## src/rtl/core/irpw_pkg.sv

```systemverilog
`default_nettype none
// ----------------------------------------------------------------------------
// irpw_pkg
// Shared types and constants of the IR pulse width packet receiver.
// ----------------------------------------------------------------------------
package irpw_pkg;

  localparam int unsigned TIME_W      = 16;
  localparam int unsigned WORD_W      = 16;
  localparam int unsigned ID_W        = 7;
  localparam int unsigned ID_LSB      = 6;
  localparam int unsigned COUNT_W     = 5;
  localparam int unsigned PACKET_BITS = 13;
  localparam int unsigned CFG_INDEX_W = 3;
  localparam int unsigned CFG_DATA_W  = 16;

  typedef logic [TIME_W-1:0] time_us_t;

  // Register indexes of the configuration port
  typedef enum logic [CFG_INDEX_W-1:0] {
    REG_RECEIVE_ENABLE = 3'd0,
    REG_HEADER_MIN     = 3'd1,
    REG_HEADER_MAX     = 3'd2,
    REG_ONE_MIN        = 3'd3,
    REG_ONE_MAX        = 3'd4,
    REG_ZERO_MIN       = 3'd5,
    REG_ZERO_MAX       = 3'd6
  } cfg_reg_t;

  localparam time_us_t HEADER_MIN_RST = 16'd2100;
  localparam time_us_t HEADER_MAX_RST = 16'd2700;
  localparam time_us_t ONE_MIN_RST    = 16'd1000;
  localparam time_us_t ONE_MAX_RST    = 16'd1400;
  localparam time_us_t ZERO_MIN_RST   = 16'd400;
  localparam time_us_t ZERO_MAX_RST   = 16'd800;

  typedef struct packed {
    logic     receive_enable;
    time_us_t header_min_us;
    time_us_t header_max_us;
    time_us_t one_min_us;
    time_us_t one_max_us;
    time_us_t zero_min_us;
    time_us_t zero_max_us;
  } cfg_t;

  typedef struct packed {
    logic              valid;
    logic [WORD_W-1:0] packet_word;
    logic [ID_W-1:0]   sender_id;
  } result_t;

endpackage
`default_nettype wire

```

## src/rtl/core/irpw_channels.sv

```systemverilog
`default_nettype none
// ----------------------------------------------------------------------------
// irpw channel interfaces
// Valid/ready channels for capture events and decoded packets.
// ----------------------------------------------------------------------------
interface irpw_capture_if;
  logic             valid;
  logic             ready;
  irpw_pkg::time_us_t fall_time;
  irpw_pkg::time_us_t rise_time;

  modport source (output valid, output fall_time, output rise_time, input ready);
  modport sink   (input valid, input fall_time, input rise_time, output ready);
endinterface

interface irpw_packet_if;
  logic                              valid;
  logic                              ready;
  logic [irpw_pkg::WORD_W-1:0]       packet_word;
  logic [irpw_pkg::ID_W-1:0]         sender_id;

  modport source (output valid, output packet_word, output sender_id, input ready);
  modport sink   (input valid, input packet_word, input sender_id, output ready);
endinterface
`default_nettype wire

```

## src/rtl/core/irpw_cfg_regs.sv

```systemverilog
`default_nettype none
// ----------------------------------------------------------------------------
// irpw_cfg_regs
// Configuration register file: enable and the three width windows.
// ----------------------------------------------------------------------------
module irpw_cfg_regs (
  input  wire logic                             clk,
  input  wire logic                             rst,
  input  wire logic                             write_enable,
  input  wire logic [irpw_pkg::CFG_INDEX_W-1:0] index,
  input  wire logic [irpw_pkg::CFG_DATA_W-1:0]  data,
  output irpw_pkg::cfg_t                        cfg
);

  irpw_pkg::cfg_t regs;

  assign cfg = regs;

  always_ff @(posedge clk) begin
    if (rst) begin
      regs.receive_enable <= 1'b0;
      regs.header_min_us  <= irpw_pkg::HEADER_MIN_RST;
      regs.header_max_us  <= irpw_pkg::HEADER_MAX_RST;
      regs.one_min_us     <= irpw_pkg::ONE_MIN_RST;
      regs.one_max_us     <= irpw_pkg::ONE_MAX_RST;
      regs.zero_min_us    <= irpw_pkg::ZERO_MIN_RST;
      regs.zero_max_us    <= irpw_pkg::ZERO_MAX_RST;
    end else if (write_enable) begin
      unique case (index)
        irpw_pkg::REG_RECEIVE_ENABLE: regs.receive_enable <= data[0];
        irpw_pkg::REG_HEADER_MIN:     regs.header_min_us  <= data;
        irpw_pkg::REG_HEADER_MAX:     regs.header_max_us  <= data;
        irpw_pkg::REG_ONE_MIN:        regs.one_min_us     <= data;
        irpw_pkg::REG_ONE_MAX:        regs.one_max_us     <= data;
        irpw_pkg::REG_ZERO_MIN:       regs.zero_min_us    <= data;
        irpw_pkg::REG_ZERO_MAX:       regs.zero_max_us    <= data;
        default: ; // unmapped index, dropped
      endcase
    end
  end

endmodule
`default_nettype wire

```

## src/rtl/core/irpw_decoder.sv

```systemverilog
`default_nettype none
// ----------------------------------------------------------------------------
// irpw_decoder
// Pulse width, window classification and the packet shift/count state.
// ----------------------------------------------------------------------------
module irpw_decoder (
  input  wire logic               clk,
  input  wire logic               rst,
  input  wire logic               advance,
  input  wire irpw_pkg::time_us_t fall_time,
  input  wire irpw_pkg::time_us_t rise_time,
  input  wire irpw_pkg::cfg_t     cfg,
  output irpw_pkg::result_t       result
);

  localparam logic [irpw_pkg::COUNT_W-1:0] COUNT_LAST =
    irpw_pkg::COUNT_W'(irpw_pkg::PACKET_BITS);
  localparam logic [irpw_pkg::COUNT_W-1:0] COUNT_DONE =
    irpw_pkg::COUNT_W'(irpw_pkg::PACKET_BITS + 1);
  localparam logic [irpw_pkg::COUNT_W-1:0] COUNT_ONE =
    irpw_pkg::COUNT_W'(1);

  function automatic logic in_window(irpw_pkg::time_us_t w, irpw_pkg::time_us_t lo,
                                     irpw_pkg::time_us_t hi);
    return (w >= lo) && (w <= hi);
  endfunction

  logic [irpw_pkg::WORD_W-1:0]  shift_word, shift_word_next;
  logic [irpw_pkg::COUNT_W-1:0] bit_count, bit_count_next;

  irpw_pkg::time_us_t           width;
  logic                         hdr_hit, one_hit, zero_hit, active;
  logic [irpw_pkg::WORD_W-1:0]  shifted;
  logic [irpw_pkg::COUNT_W-1:0] count_inc;

  // wrap case follows the capture timer convention: (0xFFFF - fall) + rise
  always_comb begin
    if (rise_time >= fall_time) begin
      width = rise_time - fall_time;
    end else begin
      width = (16'hFFFF - fall_time) + rise_time;
    end
  end

  assign hdr_hit   = in_window(width, cfg.header_min_us, cfg.header_max_us);
  assign one_hit   = in_window(width, cfg.one_min_us, cfg.one_max_us);
  assign zero_hit  = in_window(width, cfg.zero_min_us, cfg.zero_max_us);
  assign active    = (bit_count >= COUNT_ONE) && (bit_count <= COUNT_LAST);
  assign shifted   = {shift_word[irpw_pkg::WORD_W-2:0], one_hit};
  assign count_inc = bit_count + COUNT_ONE;

  always_comb begin
    shift_word_next    = shift_word;
    bit_count_next     = bit_count;
    result.valid       = 1'b0;
    result.packet_word = shifted;
    result.sender_id   = shifted[irpw_pkg::ID_LSB +: irpw_pkg::ID_W];
    priority if (!cfg.receive_enable) begin
      // ignored
    end else if (hdr_hit) begin
      shift_word_next = '0;
      bit_count_next  = COUNT_ONE;
    end else if (!active) begin
      // idle, not a header
    end else if (!one_hit && !zero_hit) begin
      shift_word_next = '0;
      bit_count_next  = '0;
    end else if (count_inc == COUNT_DONE) begin
      result.valid    = 1'b1;
      shift_word_next = '0;
      bit_count_next  = '0;
    end else begin
      shift_word_next = shifted;
      bit_count_next  = count_inc;
    end
  end

  always_ff @(posedge clk) begin
    if (rst) begin
      shift_word <= '0;
      bit_count  <= '0;
    end else if (advance) begin
      shift_word <= shift_word_next;
      bit_count  <= bit_count_next;
    end
  end

endmodule
`default_nettype wire

```

## src/rtl/core/ir_pulse_width_packet_receiver_unit.sv

```systemverilog
`default_nettype none
// ----------------------------------------------------------------------------
// ir_pulse_width_packet_receiver_unit
// Decodes pulse-width coded IR packets from captured mark timestamps.
// ----------------------------------------------------------------------------
// Usage:
//   capture : one request per IR mark, fall_time/rise_time in microseconds
//             of a free-running 16-bit timer.
//   packet  : one request per completed packet: packet_word (first bit MSB,
//             right aligned) and sender_id (packet_word bits 12..6).
//   cfg_*   : plain write port, register index 0..6 (enable, header/one/zero
//             min/max). Write only while no capture is in flight.
// Path: the capture register holds a capture for decoding; a finished packet
//   is loaded into the result register, which drives packet.valid.
// Throughput: one capture per cycle unless a result waits on packet.ready,
//   set by the single decode stage between capture and result register.
// Stall: while a result waits on packet.ready the decode stage holds; an empty
//   capture register still takes one more request, then capture.ready drops.
// Reset (rst, synchronous): receiver idle, packet state cleared, enable off,
//   windows at 2100-2700 / 1000-1400 / 400-800 us.
// ----------------------------------------------------------------------------
module ir_pulse_width_packet_receiver_unit (
  input  wire logic                             clk,
  input  wire logic                             rst,
  irpw_capture_if.sink                          capture,
  irpw_packet_if.source                         packet,
  input  wire logic                             cfg_write_enable,
  input  wire logic [irpw_pkg::CFG_INDEX_W-1:0] cfg_index,
  input  wire logic [irpw_pkg::CFG_DATA_W-1:0]  cfg_data
);

  irpw_pkg::cfg_t     cfg;
  irpw_pkg::result_t  dec_result;

  // capture register
  logic               cap_valid;
  irpw_pkg::time_us_t cap_fall;
  irpw_pkg::time_us_t cap_rise;

  // result register
  logic                          res_valid;
  logic [irpw_pkg::WORD_W-1:0]   res_word;
  logic [irpw_pkg::ID_W-1:0]     res_id;

  logic advance;
  logic load;

  // decode only when the result register is free or being emptied
  assign advance       = cap_valid && (!res_valid || packet.ready);
  assign capture.ready = !cap_valid || advance;
  assign load          = capture.valid && capture.ready;

  always_ff @(posedge clk) begin
    if (rst) begin
      cap_valid <= 1'b0;
    end else if (load) begin
      cap_valid <= 1'b1;
    end else if (advance) begin
      cap_valid <= 1'b0;
    end
  end

  always_ff @(posedge clk) begin
    if (load) begin
      cap_fall <= capture.fall_time;
      cap_rise <= capture.rise_time;
    end
  end

  irpw_cfg_regs u_cfg (
    .clk          (clk),
    .rst          (rst),
    .write_enable (cfg_write_enable),
    .index        (cfg_index),
    .data         (cfg_data),
    .cfg          (cfg)
  );

  irpw_decoder u_dec (
    .clk       (clk),
    .rst       (rst),
    .advance   (advance),
    .fall_time (cap_fall),
    .rise_time (cap_rise),
    .cfg       (cfg),
    .result    (dec_result)
  );

  // result register: a decode step always overwrites its valid flag (free or emptied)
  always_ff @(posedge clk) begin
    if (rst) begin
      res_valid <= 1'b0;
    end else if (advance) begin
      res_valid <= dec_result.valid;
    end else if (packet.ready) begin
      res_valid <= 1'b0;
    end
  end

  always_ff @(posedge clk) begin
    if (advance && dec_result.valid) begin
      res_word <= dec_result.packet_word;
      res_id   <= dec_result.sender_id;
    end
  end

  assign packet.valid       = res_valid;
  assign packet.packet_word = res_word;
  assign packet.sender_id   = res_id;

endmodule
`default_nettype wire

```

## src/flat_wrapper.sv

```systemverilog
// flat-port wrapper written by rule: the top's interface ports become plain ports
module ir_pulse_width_packet_receiver_unit_flat 
  (clk, rst, cfg_write_enable, cfg_index, cfg_data, capture_valid, capture_fall_time, capture_rise_time, capture_ready, packet_valid, packet_packet_word, packet_sender_id, packet_ready);
  irpw_capture_if capture_i ();
  irpw_packet_if packet_i ();
  input  wire logic clk;
  input  wire logic rst;
  input  wire logic cfg_write_enable;
  input  wire logic [irpw_pkg::CFG_INDEX_W-1:0] cfg_index;
  input  wire logic [irpw_pkg::CFG_DATA_W-1:0] cfg_data;
  input wire logic [$bits(capture_i.valid)-1:0] capture_valid;
  input wire logic [$bits(capture_i.fall_time)-1:0] capture_fall_time;
  input wire logic [$bits(capture_i.rise_time)-1:0] capture_rise_time;
  output wire logic [$bits(capture_i.ready)-1:0] capture_ready;
  output wire logic [$bits(packet_i.valid)-1:0] packet_valid;
  output wire logic [$bits(packet_i.packet_word)-1:0] packet_packet_word;
  output wire logic [$bits(packet_i.sender_id)-1:0] packet_sender_id;
  input wire logic [$bits(packet_i.ready)-1:0] packet_ready;
  assign capture_i.valid = capture_valid;
  assign capture_i.fall_time = capture_fall_time;
  assign capture_i.rise_time = capture_rise_time;
  assign capture_ready = capture_i.ready;
  assign packet_valid = packet_i.valid;
  assign packet_packet_word = packet_i.packet_word;
  assign packet_sender_id = packet_i.sender_id;
  assign packet_i.ready = packet_ready;
  ir_pulse_width_packet_receiver_unit u_core (.clk(clk), .rst(rst), .capture(capture_i), .packet(packet_i), .cfg_write_enable(cfg_write_enable), .cfg_index(cfg_index), .cfg_data(cfg_data));
endmodule
```

## config.mk

```make
export PLATFORM = sky130hd
export DESIGN_NAME = ir_pulse_width_packet_receiver_unit_flat
export DESIGN_NICKNAME = d
export VERILOG_FILES = /design/src/rtl/core/irpw_pkg.sv /design/src/rtl/core/irpw_channels.sv /design/src/rtl/core/irpw_cfg_regs.sv /design/src/rtl/core/irpw_decoder.sv /design/src/rtl/core/ir_pulse_width_packet_receiver_unit.sv /design/src/flat_wrapper.sv
export SDC_FILE = /design/constraint.sdc
export NUM_CORES = 1
export LEC_CHECK = 0
export BUFFER_PORTS_ARGS = -buffer_cell sky130_fd_sc_hd__buf_4
export CORE_AREA = 3 3 191 193
export DETAILED_ROUTE_END_ITERATION = 16
export DIE_AREA = 0 0 194 196
export PLACE_DENSITY = 0.44
export SLEW_MARGIN = 5
export SYNTH_ARGS = -nofsm -noshare
export SYNTH_HDL_FRONTEND = slang
export SYNTH_HIERARCHICAL = 1
export SYNTH_SLANG_ARGS = --single-unit
```

## constraint.sdc

```tcl
create_clock -name clk -period 7.1 [get_ports clk]
set_input_delay 1.065 -clock clk [delete_from_list [all_inputs] [get_ports clk]]
set_output_delay 1.065 -clock clk [all_outputs]
set_load 0.02 [all_outputs]
```

; Yosys cells after proc, flatten, opt, wreduce, memory -nomap -nowiden
; Cells that the tools add are included.
[totals]
latchBits = 0
mem_bits_rw = 0
mem_count = 0
regBits = 174
output_inout_bits = 25
wordCells = 79
romBits = 0
inputBits = 56
[classes]
div_mod_pow = 0
bitwise = 0
mux = 18
mul = 0
order_cmp = 9
n_eq_ne = 7
n_addsub = 4
n_reduce_logical = 26
shift = 0
[ops]
columns = cell, count
row1 = 16-bit greater-or-equal comparator, 4
row2 = 15-bit two-way mux, 4
row3 = 16-bit <= comparator, 3
row4 = 5-bit two-way mux, 4
row5 = 16-bit adder, 1
row6 = 16-bit two-way mux, 1
row7 = 16-bit subtractor, 1
row8 = 16-bit subtractor (first input constant), 1
row9 = 2-bit AND reduction, 7
row10 = 3-bit equality test (second input constant), 3
row11 = 1-bit two-way mux, 9
row12 = 1-bit logical AND, 8
row13 = 3-bit by 2-bit equality test with 1-bit output (second input constant), 2
row14 = 2-bit nonzero test, 3
row15 = 5-bit by 1-bit adder with 5-bit output (second input constant), 1
row16 = 5-bit by 4-bit equality test with 1-bit output (second input constant), 1
row17 = 5-bit by 1-bit greater-or-equal comparator with 1-bit output (second input constant), 1
row18 = 5-bit by 4-bit <= comparator with 1-bit output (second input constant), 1
row19 = 1-bit zero test, 4
row20 = 3-bit by 1-bit equality test with 1-bit output (second input constant), 1
row21 = 3-bit zero test, 1
row22 = 3-bit AND reduction, 1
row23 = 1-bit logical OR, 2

; Longest topological paths before layout
[depth]
word_depth = 12
ltp_mapped = 23
depth_no_buf = 23

; Hierarchy
; Netlist, hierarchy kept.
[modules_own_cells]
columns = mod, seq_area_each_um2, area_per_inst_um2, cells_per_inst, instances
row1 = irpw_decoder, 400.4, 4735.8, 624, 1
row2 = irpw_cfg_regs, 1941.9, 3911.3, 356, 1
row3 = ir_pulse_width_packet_receiver_unit, 1691.6, 1754.2, 66, 1

; Least setup slack after synthesis
; No wires, ideal clock.
[synth_path]
path_type = register to register
start = register u_core.cap_rise[0]
end = register u_core.res_word (netlist bit u_core/packet.packet_word[0]) (enable)
required_time_ns = 6.695
path_stages_with_launch = 24
slack_ns = 1.535
period_less_slack_ns = 5.565
setup_ns = 0.405
n_path_buf = 0
arrival_time_ns = 5.159
cell_sequence = edfxtp_1 inv_1 ha_1 inv_1 fa_1 a21oi_1 o21ai_0 nand2_1 a41oi_1 a31o_2 a21oi_1 a211oi_1 a211oi_1 ha_1 a21oi_1 o21ai_0 a221oi_1 o31ai_1 a2bb2o_2 o22ai_2 nand2_1 nor2_1 nand2_1 nor2b_1
[synth_lines]
columns = element, line_no
row1 = start: declaration, ir_pulse_width_packet_receiver_unit.sv:38  ; irpw_pkg::time_us_t cap_rise;
row2 = start signal: assignment, ir_pulse_width_packet_receiver_unit.sv:66  ; cap_rise <= capture.rise_time;
row3 = end signal: assignment, ir_pulse_width_packet_receiver_unit.sv:102  ; res_word <= dec_result.packet_word;
row4 = end: declaration, ir_pulse_width_packet_receiver_unit.sv:42  ; logic [irpw_pkg::WORD_W-1:0] res_word;

==> summary.txt <==
most frequent cell after synthesis: inv_1
DR WL/cell: 16.9 um
Leakage Power: 5.24 nW
ys async rst share: 0%
MaxCap Viol Count: 0
commonest register cell after synthesis: dfxtp_1
Worst EP arrival: 6100 ps
worst setup path category: reg2reg
Worst Hold End: u_core/packet.packet_word[15]$_DFFE_PP_
HP Class: reg2reg
Syn Inst Count: 1,046
hpwl dp: 19,500 um
core region area: 0.0347 mm^2
Die Span Y: 196 um
Pre-antenna DRT Iters: 5
Global Route Usage Sum: 14.2%
RSZ-0062 raised after global routing: false
final setup vio count: 0
top post-synthesis cells by area: dfxtp_1 (23%), edfxtp_1 (16%), ha_1 (14%)
Buffers on Ports: 80
source of the worst register-to-register timing path: u_core/cap_rise[0]$_DFFE_PP_
vias in the first global route: 7,243
worst slew pin tran: 1080 ps
vias: 7,298
pin count of the biggest net entering global routing: 94
Synth warnings: 6
die area: 0.0380 mm^2
fin cells: 1,576
Antenna Cells: 0
initial antenna violation count: 0
Row Count: 68
CTS Sinks: 174
CTS tree: done
total global routing overflow: 0
CP endpoint kind: register
Inst Count DP: 1,544
mapped cell area: 0.0104 mm^2
Clock Pin Slew Worst Setup and Hold Paths: 70 ps
drt total wl: 26,600 um
cts bufs inserted: 17
Worst R2R End: u_core/packet.packet_word[13]$_DFFE_PP_
Post-Syn Nets: 1,220
ANT nets after route: 0
# hold bufs at CTS: 0
max-slew violation count: 0
worst hold stages: 0
maximum vdd drop: 0.173 mV
Final min period: 5990 ps
Slew HR: 27.8%
post-CTS setup buffers: 0
Worst-Skew Late Latency: 450 ps
drt via density: 4.63
CTS Buffer Depth: 2
CTS H-Tree Depth: 4
Seq/Total Area, Yosys: 38.8%
fin crit share: 84.4%
largest area contributor in the netlist: dfxtp_1
hold path start: u_core/u_dec/shift_word[14]$_SDFFE_PP0P_
effective utilization at floorplan: 30.0%
worst reg-to-reg setup slack: 1110 ps
nets: 1,282
Area Growth Syn to Fin: 14.5%
Worst Hold Slack: 433 ps
layout cell share with drive strength beyond 1: 14.5%
worst-path maximum fanout: 23
Fmax: 0.167 GHz
number of synthesized flops with an enable pin: 55
Worst Path Required: 7210 ps
Final Hold Viols: 0
Final Skew: 16.9 ps
Post-route DRC: 0
crit path launch type: register
synth cell count leaders: inv_1 (120), dfxtp_1 (119), ha_1 (116)
Fin Setup TNS: 0 ps
Top Ports: 81
Netlist cell types: 82
Die X: 194 um
Worst Reg-to-Reg Cells: 25
power density cells: 219 mW/mm^2
status: finished clean
first-pass GRT wire length: 42,200 um
flop and latch count out of synthesis: 174
CTS Root Cell: clkbuf_16
routability cong.: 0.792
Starting DRT DRC Count: 403
Resized cells post-CTS: 0
top cell type's share of synthesized area: 22.9%
Syn Area/Cell: 9.94 um^2
==> how the worst max path moves through the flow <==
stage,start,end,slack [ps],depth (start not counted)
3_3_place_gp,u_core/cap_rise[0]$_DFFE_PP_,u_core/packet.packet_word[11]$_DFFE_PP_,1240,25
5_1_grt,u_core/cap_rise[0]$_DFFE_PP_,u_core/packet.packet_word[13]$_DFFE_PP_,630,25
2_1_floorplan,u_core/cap_rise[0]$_DFFE_PP_,u_core/packet.packet_word[0]$_DFFE_PP_,1540,23
3_5_place_dp,u_core/cap_rise[0]$_DFFE_PP_,u_core/packet.sender_id[5]$_DFFE_PP_,1190,25
6_report,u_core/cap_rise[0]$_DFFE_PP_,u_core/packet.packet_word[13]$_DFFE_PP_,1110,25
4_1_cts,u_core/cap_rise[0]$_DFFE_PP_,u_core/packet.sender_id[5]$_DFFE_PP_,1110,25
==> sequential cells by signal, summed over array words and instances (netlist names) <==
| name | count |
|---|---|
| u_core/u_dec/bit_count | 5 |
| u_core/packet.valid | 1 |
| u_core/cap_rise | 16 |
| u_core/cap_valid | 1 |
| u_core/u_dec/shift_word | 15 |
| u_core/packet.packet_word | 16 |
| u_core/cap_fall | 16 |
| u_core/u_cfg/cfg | 97 |
| u_core/packet.sender_id | 7 |
==> worst max-delay path, cell delays in order (launching register included) <==
cell and delay [ps]:
edfxtp_1 420, inv_1 80, ha_1 180, inv_1 70
fa_1 430, a21oi_1 160, o21ai_0 120, nand2_1 120
a41oi_1 180, a31o_2 300, a21oi_1 280, a211oi_1 120
a211oi_1 750, ha_1 390, a21o_1 180, a21o_1 170
a21oi_1 230, o21ai_0 200, a21o_1 200, o21ai_1 90
buf_4 270, nand2_1 110, nor2_1 120, nand2_1 80
nor2b_2 110, buf_4 280
==> per-stage QoR <==
stage	instance area, um^2	worst slack, ps	utilization, %	power (W)
2_1_floorplan	10400	1540	-	0.00151
3_3_place_gp	11300	1240	32.6	0.00169
3_5_place_dp	11300	1190	32.6	0.00169
4_1_cts	11900	1110	34.3	0.00265
5_1_grt	11900	625	34.3	0.00277
6_report	11900	1110	34.3	0.00261
==> report_power, final <==
part / internal (W) / leakage [nW] / switching, W / total (W)
Clock: 0.000513 / 0.280 / 0.000431 / 0.000944
Sequential: 0.00105 / 1.45 / 0.0000107 / 0.00106
Combinational: 0.000250 / 3.51 / 0.000357 / 0.000606
==> cell families after synthesis <==
| family | Yosys count | synth area share, % |
|---|---|---|
| multiplexers | 98 | 9.44 |
| flip-flops | 174 | 38.8 |
| buffers and inverters | 172 | 7.88 |
| adder cells (fa/ha/maj) | 118 | 14.3 |
| XOR/XNOR | 12 | 1.01 |
| AO/OA/AOI/OAI | 181 | 12.4 |
| AND/OR/NAND/NOR | 291 | 16.2 |
==> cells in the final DEF, fill, tap and decap left out, types with 6 or more instances in the layout <==
master	instances
o21a_1	6
nand2_1	34
edfxtp_1	55
xnor2_1	8
a211oi_1	8
buf_4	95
nand4_1	32
dfxtp_1	119
nand2b_1	91
o21ai_0	17
a21oi_1	55
a21o_1	40
nand3_1	14
mux2i_1	97
clkbuf_16	18
nor2b_1	8
ha_1	116
nor2_1	60
inv_1	120
==> metal layers <==
metal  up-vias  part of all wire (%)  GRT usage [%]
li1       3807                     -              -
met1      3382                    52           20.2
met2        98                    45           22.4
met3        11                   2.6           2.64
met4         0                  0.76           3.43
met5         -                     0              0
==> final cells by class <==
cell class | count | area [um^2]
clock buffers | 20 | 458
fillers | 3609 | 22800
inverters | 120 | 450
repair buffers | 95 | 713
well taps | 455 | 569
multi-input cells | 700 | 5560
flip-flops and latches | 174 | 4030
clock inverters | 12 | 121
No activity file was read; power rests on OpenSTA's default activity.
